$ cat src/hw/rtl/itoa_pkg.sv
// shared types, constants, microprogram and digit character function for the integer to ascii unit
// no dependencies
package itoa_pkg;

  localparam int VALUE_WIDTH_DEF = 32;
  localparam int RADIX_W = 8;
  localparam int CHAR_W = 7;
  localparam int DIGIT_W = 4;
  localparam int BITS_PER_STEP = 4;
  localparam int STEP_W = 3;

  localparam logic [CHAR_W-1:0] CH_ZERO = 7'h30;
  localparam logic [CHAR_W-1:0] CH_A = 7'h61;
  localparam logic [CHAR_W-1:0] CH_MINUS = 7'h2d;
  localparam logic [CHAR_W-1:0] CH_NUL = 7'h00;

  localparam logic [RADIX_W-1:0] RADIX_MIN = 8'd2;
  localparam logic [RADIX_W-1:0] RADIX_MAX = 8'd16;
  localparam logic [RADIX_W-1:0] RADIX_DEC = 8'd10;

  localparam logic [STEP_W-1:0] ST_IDLE = 3'd0;
  localparam logic [STEP_W-1:0] ST_CHECK = 3'd1;
  localparam logic [STEP_W-1:0] ST_DIV = 3'd2;
  localparam logic [STEP_W-1:0] ST_STORE = 3'd3;
  localparam logic [STEP_W-1:0] ST_SIGN = 3'd4;
  localparam logic [STEP_W-1:0] ST_EMIT = 3'd5;
  localparam logic [STEP_W-1:0] ST_TERM = 3'd6;

  localparam logic [2:0] OP_NONE = 3'd0;
  localparam logic [2:0] OP_LOAD = 3'd1;
  localparam logic [2:0] OP_DIV = 3'd2;
  localparam logic [2:0] OP_STORE = 3'd3;
  localparam logic [2:0] OP_READ = 3'd4;

  localparam logic [1:0] EM_NONE = 2'd0;
  localparam logic [1:0] EM_SIGN = 2'd1;
  localparam logic [1:0] EM_DIGIT = 2'd2;
  localparam logic [1:0] EM_NUL = 2'd3;

  localparam logic [2:0] CD_ALWAYS = 3'd0;
  localparam logic [2:0] CD_NO_START = 3'd1;
  localparam logic [2:0] CD_BAD_RADIX = 3'd2;
  localparam logic [2:0] CD_DIV_MORE = 3'd3;
  localparam logic [2:0] CD_Q_NONZERO = 3'd4;
  localparam logic [2:0] CD_CNT_NONZERO = 3'd5;

  typedef struct packed {
    logic busy;
    logic [2:0] op;
    logic [1:0] emit;
    logic [2:0] cond;
    logic [STEP_W-1:0] target;
  } ctrl_t;

  typedef struct packed {
    logic bad_radix;
    logic div_more;
    logic q_nonzero;
    logic cnt_nonzero;
  } stat_t;

  // control store: jump to target when cond holds, else fall through
  function automatic ctrl_t ucode(input logic [STEP_W-1:0] step);
    ctrl_t w;
    w = '{busy: 1'b0, op: OP_NONE, emit: EM_NONE, cond: CD_ALWAYS, target: ST_IDLE};
    unique case (step)
      ST_IDLE: w = '{1'b0, OP_NONE, EM_NONE, CD_NO_START, ST_IDLE};
      ST_CHECK: w = '{1'b1, OP_LOAD, EM_NONE, CD_BAD_RADIX, ST_TERM};
      ST_DIV: w = '{1'b1, OP_DIV, EM_NONE, CD_DIV_MORE, ST_DIV};
      ST_STORE: w = '{1'b1, OP_STORE, EM_NONE, CD_Q_NONZERO, ST_DIV};
      ST_SIGN: w = '{1'b1, OP_READ, EM_SIGN, CD_ALWAYS, ST_EMIT};
      ST_EMIT: w = '{1'b1, OP_READ, EM_DIGIT, CD_CNT_NONZERO, ST_EMIT};
      ST_TERM: w = '{1'b1, OP_NONE, EM_NUL, CD_ALWAYS, ST_IDLE};
      default: w = '{1'b0, OP_NONE, EM_NONE, CD_ALWAYS, ST_IDLE};
    endcase
    return w;
  endfunction

  function automatic logic [CHAR_W-1:0] digit_char(input logic [DIGIT_W-1:0] d);
    logic [CHAR_W-1:0] c;
    if (d < 4'd10) begin
      c = CH_ZERO + CHAR_W'(d);
    end else begin
      c = CH_A + CHAR_W'(d - 4'd10);
    end
    return c;
  endfunction

endpackage

$ cat src/hw/rtl/itoa_seq.sv
// microprogram sequencer: step counter and conditional jumps over the control store
// depends on itoa_pkg
module itoa_seq
  import itoa_pkg::*;
(
  input  logic  clk,
  input  logic  rst,
  input  logic  start,
  input  stat_t stat,
  output ctrl_t ctrl
);

  logic [STEP_W-1:0] step;
  logic [STEP_W-1:0] step_next;
  logic              jump;

  assign ctrl = ucode(step);

  always_comb begin
    unique case (ctrl.cond)
      CD_ALWAYS: jump = 1'b1;
      CD_NO_START: jump = !start;
      CD_BAD_RADIX: jump = stat.bad_radix;
      CD_DIV_MORE: jump = stat.div_more;
      CD_Q_NONZERO: jump = stat.q_nonzero;
      CD_CNT_NONZERO: jump = stat.cnt_nonzero;
      default: jump = 1'b1;
    endcase
    step_next = jump ? ctrl.target : step + 1'b1;
  end

  always_ff @(posedge clk) begin
    if (rst) begin
      step <= ST_IDLE;
    end else begin
      step <= step_next;
    end
  end

endmodule

$ cat src/hw/rtl/itoa_dp.sv
// datapath: operand registers, four-bit-per-cycle small divisor divider, digit buffer, output mux
// depends on itoa_pkg
module itoa_dp
  import itoa_pkg::*;
#(
  parameter int VALUE_WIDTH = VALUE_WIDTH_DEF
) (
  input  logic                     clk,
  input  logic                     rst,
  input  logic                     accept,
  input  logic signed [VALUE_WIDTH-1:0] value,
  input  logic [RADIX_W-1:0]       radix,
  input  ctrl_t                    ctrl,
  output stat_t                    stat,
  output logic                     strobe,
  output logic [CHAR_W-1:0]        character,
  output logic                     last
);

  localparam int DIV_STEPS = (VALUE_WIDTH + BITS_PER_STEP - 1) / BITS_PER_STEP;
  localparam int QW = DIV_STEPS * BITS_PER_STEP;
  localparam int AW = $clog2(VALUE_WIDTH);
  localparam int CW = $clog2(VALUE_WIDTH + 1);
  localparam int ITW = $clog2(DIV_STEPS);

  logic [VALUE_WIDTH-1:0] val_r;
  logic [RADIX_W-1:0]     radix_r;
  logic [QW-1:0]          quotient;
  logic [DIGIT_W-1:0]     rem;
  logic [ITW-1:0]         iter;
  logic [CW-1:0]          count;
  logic                   neg;
  logic [DIGIT_W-1:0]     rdata;
  logic [DIGIT_W-1:0]     digit_buffer [VALUE_WIDTH];

  logic                   neg_in;
  logic [VALUE_WIDTH-1:0] mag;
  logic [QW-1:0]          q_next;
  logic [DIGIT_W-1:0]     rem_next;
  logic [CW-1:0]          cnt_dec;

  assign neg_in = (radix_r == RADIX_DEC) && val_r[VALUE_WIDTH-1];
  assign mag = neg_in ? (~val_r + 1'b1) : val_r;
  assign cnt_dec = count - 1'b1;

  assign stat.bad_radix = (radix_r < RADIX_MIN) || (radix_r > RADIX_MAX);
  assign stat.div_more = (iter != ITW'(DIV_STEPS - 1));
  assign stat.q_nonzero = (quotient != '0);
  assign stat.cnt_nonzero = (count != '0);

  // four restoring division steps on the top quotient bits
  always_comb begin
    logic [DIGIT_W:0]         t;
    logic [BITS_PER_STEP-1:0] qb;
    logic [DIGIT_W-1:0]       r;
    r = rem;
    qb = '0;
    for (int i = 0; i < BITS_PER_STEP; i++) begin
      t = {r, quotient[QW-1-i]};
      if (t >= radix_r[DIGIT_W:0]) begin
        t = t - radix_r[DIGIT_W:0];
        qb[BITS_PER_STEP-1-i] = 1'b1;
      end
      r = t[DIGIT_W-1:0];
    end
    rem_next = r;
    q_next = {quotient[QW-BITS_PER_STEP-1:0], qb};
  end

  always_ff @(posedge clk) begin
    if (rst) begin
      quotient <= '0;
      count <= '0;
      neg <= 1'b0;
      iter <= '0;
    end else begin
      unique case (ctrl.op)
        OP_LOAD: begin
          if (!stat.bad_radix) begin
            neg <= neg_in;
            quotient <= QW'(mag);
            count <= '0;
            iter <= '0;
          end
        end
        OP_DIV: begin
          quotient <= q_next;
          iter <= iter + 1'b1;
        end
        OP_STORE: begin
          count <= count + 1'b1;
          iter <= '0;
        end
        OP_READ: begin
          if (count != '0) begin
            count <= cnt_dec;
          end
        end
        default: begin
        end
      endcase
    end
  end

  always_ff @(posedge clk) begin
    if (accept) begin
      val_r <= value;
      radix_r <= radix;
    end
    if (ctrl.op == OP_LOAD) begin
      rem <= '0;
    end else if (ctrl.op == OP_DIV) begin
      rem <= rem_next;
    end else if (ctrl.op == OP_STORE) begin
      rem <= '0;
    end
  end

  // digit buffer, least significant digit first
  always_ff @(posedge clk) begin
    if (ctrl.op == OP_STORE) begin
      digit_buffer[count[AW-1:0]] <= rem;
    end
    if (ctrl.op == OP_READ && count != '0) begin
      rdata <= digit_buffer[cnt_dec[AW-1:0]];
    end
  end

  always_comb begin
    unique case (ctrl.emit)
      EM_NONE: begin
        strobe = 1'b0;
        character = CH_NUL;
        last = 1'b0;
      end
      EM_SIGN: begin
        strobe = neg;
        character = CH_MINUS;
        last = 1'b0;
      end
      EM_DIGIT: begin
        strobe = 1'b1;
        character = digit_char(rdata);
        last = 1'b0;
      end
      EM_NUL: begin
        strobe = 1'b1;
        character = CH_NUL;
        last = 1'b1;
      end
      default: begin
        strobe = 1'b0;
        character = CH_NUL;
        last = 1'b0;
      end
    endcase
  end

endmodule

$ cat src/hw/rtl/integer_to_ascii_radix_unit.sv
// Converts one value to lowercase ASCII digits in bases 2 to 16, most significant digit
// first, then a NUL with last set; base 10 is signed and may lead with '-', a bad base gives
// only the NUL. Raise start while busy is low; results come on character/last marked by
// strobe for exactly one cycle each and cannot be held off, so the receiver must take them.
// Sequence: a bad base goes from the check step straight to the NUL; otherwise the divider
// retires four quotient bits a cycle, each digit takes a run of division steps over the
// whole quotient and then a store step, and then come the sign slot, the digits and the NUL.
// depends on itoa_pkg, itoa_seq, itoa_dp
module integer_to_ascii_radix_unit
  import itoa_pkg::*;
#(
  parameter int VALUE_WIDTH = VALUE_WIDTH_DEF
) (
  input  logic                          clk,
  input  logic                          rst,
  input  logic                          start,
  output logic                          busy,
  input  logic signed [VALUE_WIDTH-1:0] value,
  input  logic [RADIX_W-1:0]            radix,
  output logic                          strobe,
  output logic [CHAR_W-1:0]             character,
  output logic                          last
);

  ctrl_t ctrl;
  stat_t stat;
  logic  accept;

  assign busy = ctrl.busy;
  assign accept = start && !ctrl.busy;

  itoa_seq u_seq (
    .clk   (clk),
    .rst   (rst),
    .start (start),
    .stat  (stat),
    .ctrl  (ctrl)
  );

  itoa_dp #(
    .VALUE_WIDTH (VALUE_WIDTH)
  ) u_dp (
    .clk       (clk),
    .rst       (rst),
    .accept    (accept),
    .value     (value),
    .radix     (radix),
    .ctrl      (ctrl),
    .stat      (stat),
    .strobe    (strobe),
    .character (character),
    .last      (last)
  );

endmodule

$ cat config.mk
export PLATFORM = sky130hd
export DESIGN_NAME = integer_to_ascii_radix_unit
export DESIGN_NICKNAME = d
export VERILOG_FILES = /design/src/hw/rtl/itoa_pkg.sv /design/src/hw/rtl/itoa_seq.sv /design/src/hw/rtl/itoa_dp.sv /design/src/hw/rtl/integer_to_ascii_radix_unit.sv
export SDC_FILE = /design/constraint.sdc
export NUM_CORES = 1
export LEC_CHECK = 0
export CORE_MARGIN = 2
export CORE_UTILIZATION = 64
export CTS_BUF_LIST = sky130_fd_sc_hd__clkbuf_16
export CTS_CLUSTER_DIAMETER = 200
export DETAILED_ROUTE_END_ITERATION = 12
export DONT_BUFFER_PORTS = 1
export GPL_TIMING_DRIVEN = 0
export HOLD_SLACK_MARGIN = 0.15
export PLACE_DENSITY = 0.77
export SKIP_LAST_GASP = 1
export SLEW_MARGIN = 25
export SYNTH_ARGS = -nofsm -noshare
export SYNTH_HDL_FRONTEND = slang
export SYNTH_SLANG_ARGS = --single-unit
$ cat constraint.sdc
create_clock -name clk -period 6.4 [get_ports clk]
set_clock_uncertainty 0.1 [all_clocks]
set_input_delay 0.32 -clock clk [delete_from_list [all_inputs] [get_ports clk]]
set_output_delay 0.32 -clock clk [all_outputs]
set_load 0.01 [all_outputs]
### Word-level counts from Yosys, hierarchy flattened

Memories as Yosys holds them, arrays and structs flattened. A register that Yosys moved wholly into a read port is not among the register bits.
Index checks and enable logic that the tools add are counted.

* add/sub/neg operators: 12
* $lt $le $gt $ge: 7
* reduce and logical (&&, ||, !) cells: 21
* bitwise logic cells: 2
* multiplexer cells: 27
* eq/ne operators: 22

Operators by type and width (count)
* $pmux W12 S7: 1
* $mux W32: 2
* $pmux W32 S2: 1
* $add A32 B1 Y32 const B: 1
* $not A32 Y32: 1
* $reduce_bool A32 Y1: 1
* $mux W4: 6
* $pmux W7 S3: 1
* $ge A5 B5 Y1: 4
* $eq A3 B2 Y1 const B: 6
* $eq A3 B3 Y1 const B: 6
* $pmux W6 S3: 1
* $sub A4 B4 Y4: 4
* $mux W6: 2
* $eq A3 B1 Y1 const B: 3
* $pmux W3 S3: 1
* $eq A8 B4 Y1 const B: 1
* $gt A8 B5 Y1 const B: 1
* $lt A8 B2 Y1 const B: 1
* $add A6 B4 Y7 const A: 1
* $add A7 B7 Y7 const A: 1
* $mux W7: 1
* $add A3 B1 Y3 const B: 2
* $add A6 B1 Y6 const B: 1
* 25 further kinds: 41

* memories: 1
* RAM bits: 128
* logic and storage cells: 100
* output and inout port bits: 10
* bits in registers: 89

Memories
* u_dp.digit_buffer: words 32, width 4, read ports 1, clocked after memory_dff 1, wr ports 1, RTL line itoa_dp.sv:34 `logic [DIGIT_W-1:0] digit_buffer [VALUE_WIDTH];`

### Depth between registers and ports, before layout

* word-level depth: 9
* depth in mapped cells: 24
* depth with buffers taken out: 24

### Modules after synthesis

From an unflattened synthesis, not the netlist that was laid out.

* cells, all modules: 830
* area, all modules: 10801.6 sq um

By module, submodules not included
* itoa_dp: area each 10348.7 sq um, cells each 775, instances 1
* itoa_seq: area each 439.2 sq um, cells each 54, instances 1
* integer_to_ascii_radix_unit: area each 13.8 sq um, cells each 1, instances 1

### Least setup slack after synthesis

No wires, ideal clock.

* kind: register to register
* start: register u_dp.rem[0]
* end: register u_dp.rem[2]
* data required time: 6.183 ns
* path buffers: 0
* arrival: 5.288 ns
* path slack: 0.895 ns
* period minus slack after synthesis: 5.505 ns
* library setup time: 0.117 ns
* stages on the path, launching flop included: 23
* cell sequence: dfxtp_1 > ha_1 > and2_1 > a21oi_1 > o21ai_1 > mux2_2 > ha_1 > a21oi_1 > o21ai_1 > a2111o_1 > and3_1 > ha_1 > a21o_1 > a31oi_1 > o21ai_0 > o21ai_0 > inv_1 > ha_1 > a21o_1 > a21oi_1 > o21ai_1 > a211o_1 > a22o_1

* longest elaborated chain between the ends: 9
* elaborated cells on any way between the ends: 13

RTL lines
* start, declared: RTL line itoa_dp.sv:29 `logic [DIGIT_W-1:0] rem;`
* start signal, assigned: RTL line itoa_dp.sv:113 `rem <= rem_next;`
* $sub A4 B4 Y4 / $ge A5 B5 Y1 (equally long branches): RTL line itoa_dp.sv:61, itoa_dp.sv:60
* $mux W4 (*): RTL line itoa_dp.sv:60 `if (t >= radix_r[DIGIT_W:0]) begin`
* $sub A4 B4 Y4 / $ge A5 B5 Y1 (equally long branches): RTL line itoa_dp.sv:61, itoa_dp.sv:60
* $mux W4 (*): RTL line itoa_dp.sv:60
* $ge A5 B5 Y1 / $sub A4 B4 Y4 (equally long branches): RTL line itoa_dp.sv:60, itoa_dp.sv:61
* $mux W4 (*): RTL line itoa_dp.sv:60
* $sub A4 B4 Y4 / $ge A5 B5 Y1 (equally long branches): RTL line itoa_dp.sv:61, itoa_dp.sv:60
* $mux W4 (*): RTL line itoa_dp.sv:60
* $mux W4 (*): RTL line itoa_dp.sv:112 `end else if (ctrl.op == OP_DIV) begin`

Mark *: on every way between the ends. The rest lies on a longest branch, timed or not.
A chain may end at the register's enable or synchronous reset.

### Final worst setup path

* start: register u_dp.rem[1]
* end: register u_dp.rem[3]

The elaborated chain is that of the path after synthesis.

==> impl_results.md <==
- Status: complete, no violations
- Final ANT Viol Nets: 0
- CP arrival: 6.42 ns
- Max IR drop VDD: 0.000317 V
- # H-tree levels: 1
- Tot Pwr: 5.30 mW
- Most used DFF post-synth: edfxtp_1
- Inst Count DP: 1049
- Vias in the first global route: 7619
- Initial antenna violation count: 0
- Startpoint types: flop
- Worst-path cell chain: ha_1 > and2_1 > a21oi_1 > o21ai_2 > mux2_2 > ha_1 > nand2_1 > o21ai_1 > a31o_2 > mux2i_1 > ha_1 > a21o_1 > a31oi_1 > o21ai_1 > o21ai_2 > inv_1 > ha_1 > a21o_1 > a21oi_1 > o21ai_2 > or2_2 > o221ai_1
- Crit Path Max Fanout: 35
- Total grt overflow: 0
- Fin util: 74.6%
- Routed vias: 7308
- Slew headroom: 39.8%
- Port Buffers: 0
- Die height: 133 um
- Sink Count: 221
- Final Non-Filler Cells: 1136
- Commonest cells after routing, fill and taps aside: edfxtp_1 (172), nand2_1 (68), a21oi_1 (64), nor2_1 (64), dfxtp_1 (45)
- Ys Warns: 0
- Max incr delay on CP: 0.76 ns
- RD Place Congestion: 0.896
- CTS root buf: clkbuf_16
- Routed len/inst: 22.5 um
- CP bufs+invs: 1
- Critical path required time: 6.72 ns
- CP most frequent cell: ha_1
- Setup TNS: 0 ns
- Post-Syn Area: 10700 sq um
- Row count: 47
- Initial Utilization: 65.0%
- Syn-to-layout area delta: 14.7%
- Flops & latches, synth: 221
- Fmax: 164 MHz
- 1st-pass router iterations: 5
- Post-synthesis async set-or-reset flop share: 0%
- Syn Area/Cell: 12.9 sq um
- Vias per cell: 6.43
- Power density cells: 432 nW/um^2
- Die W: 133 um
- Post-route cell area: 12300 sq um
- Antenna Cells: 0
- Placement Cell Area: 11000 sq um
- DP HPWL: 16800 um
- Pleak: 4.16 nW
- Gate Count Post-Synth: 828
- Final setup fails: 0
- Nets: 982
- Clk slew on worst S/H paths: 0.06 ns
- Most common cell after layout, fill and taps aside: edfxtp_1
- Core ar.: 16500 sq um
- CP max stage cell: dfxtp_2
- Slew Viols, Final: 0
- FILL cells: 1022
- Hold Path Class: in2reg
- CTS tree: yes
- Crit Path Class: reg2reg
- Final Cycle Share: 95.3%
- Largest net degree at the start of global routing: 38
- Initial DRC count: 540
- Syn_nets: 912
- Clock Latency Late Sink: 0.51 ns
- Post-route DRC: 0
- Gr usage total: 29.2%
- Min cycle time layout: 6.10 ns
- CTS buffer count: 24
- Share of post-route cells with drive strength above 1: 14.1%
- Cell variety after synth: 72
- Die area: 17800 sq um
- Family with the most delay on the worst path: compound AO/OA/AOI/OAI gates
- Max_cap viols: 0
- I/O Pins: 53
- Post-synth EDFFs: 172
- Max clock buf depth: 3
- Crit end category: flop
- First-pass GRT wire length: 40400 um
- Fin. Hold Viols: 0
- Post-synthesis sequential area ratio: 57.4%
- Worst-Margin Slew: 0.897 ns
- Drt total wl: 25600 um
## layout make-up
type | instances | area (sq um) | share of cell area (%)
buffer | 41 | 189 | 1.54
multi-input combinational | 538 | 4280 | 34.9
inverter | 28 | 105 | 0.856
clock buffer | 26 | 651 | 5.30
tap | 220 | 275 | 2.24
clock inverter | 18 | 184 | 1.50
sequential | 221 | 6150 | 50.1
timing repair buffer | 44 | 445 | 3.63
## cells in the mapped netlist (5+ instances only)
master      n  share of area, %
a21o_1      9              0.63
ha_1       37               4.3
or3_1       6              0.35
dfxtp_1    49               9.2
clkbuf_1   23              0.81
nand4_1     5              0.29
nor3_1      9              0.42
mux2_2     10               1.1
a31oi_1     6              0.35
a21oi_1    64               3.0
nand3_1     8              0.37
xor2_1     13               1.1
nor2_1     64               2.2
mux4_2     40               8.4
o21ai_1    10              0.47
nand2b_1    6              0.35
xnor2_1    29               2.4
buf_2      13              0.61
a211oi_1    5              0.35
a22oi_1    31               2.2
o21ai_0    15              0.70
o31ai_1     9              0.63
inv_1      28              0.98
o41ai_1     6              0.49
nand2_1    68               2.4
nor4_1     13              0.76
edfxtp_1  172                48
## metal layers
metal / share of wire [%] / vias up / routed length [um] / global-route usage (%)
li1: - / 3322 / - / -
met1: 37 / 3585 / 9520 / 34.8
met2: 53 / 339 / 13600 / 54.1
met3: 5.5 / 62 / 1400 / 3.39
met4: 4.0 / 0 / 1030 / 11.5
met5: 0 / - / 0 / 0
## sequential cells by signal, indices dropped and copies added (netlist names)
name / cells
u_dp.val_r: 32
u_dp.digit_buffer: 128
u_dp.rem: 4
u_dp.neg: 1
u_dp.iter: 3
u_seq.step: 3
u_dp.count: 6
u_dp.quotient: 32
u_dp.radix_r: 8
u_dp.rdata: 4
## cell families (layout without fill, tap and decap cells)
logic type	Yosys count	in the layout	share of synthesized area (%)
adders and majority gates	41	41	5.07
xor gates and xnor gates	44	44	3.74
and+or+nand+nor	213	213	9.71
DFF	221	221	57.4
muxes	54	54	9.84
buffers and inverters	69	157	2.75
AOI/OAI and AO/OA	186	186	11.5
## stage by stage
stage	hold slack, ns	worst slack (ns)
after detailed placement	0.319	-0.261
after floorplan	0.319	0.895
final	0.222	0.302
after global placement	0.319	-0.187
after CTS	0.202	0.0174
after global routing	0.248	-0.00321
## worst reg2reg max path: cells and delay by family (launching register included)
kind,cells,cell delay (ns)
multiplexers,2,0.72
AND/OR/NAND/NOR,3,0.55
flip-flops,1,0.76
buffers and inverters,1,0.08
AO/OA/AOI/OAI,12,2.50
adder cells (fa/ha/maj),4,1.31
## what timing repair did
action                                 CTS  global route
pin swaps                                0             0
setup endpoints to repair                5             5
hold buffers                            41             0
endpoints found under the hold margin   43             0
setup buffers                            0             2
gates resized for setup                  3             4
cloned                                   0             0
## power by group
| group | switching [mW] | internal (mW) |
|---|---|---|
| Clock | 0.554 | 0.891 |
| Combinational | 1.13 | 0.824 |
| Sequential | 0.165 | 1.74 |
## final timing paths
check / start / end / slack (ns) / cells after the start
min: rst / u_dp.quotient[31] / 0.22 / 2
max reg2reg: u_dp.rem[1] / u_dp.rem[3] / 0.30 / 22
min reg2reg: u_dp.neg / u_dp.neg / 0.36 / 2
max: u_dp.rem[1] / u_dp.rem[3] / 0.30 / 22
Power figures use the tool's default switching activity.
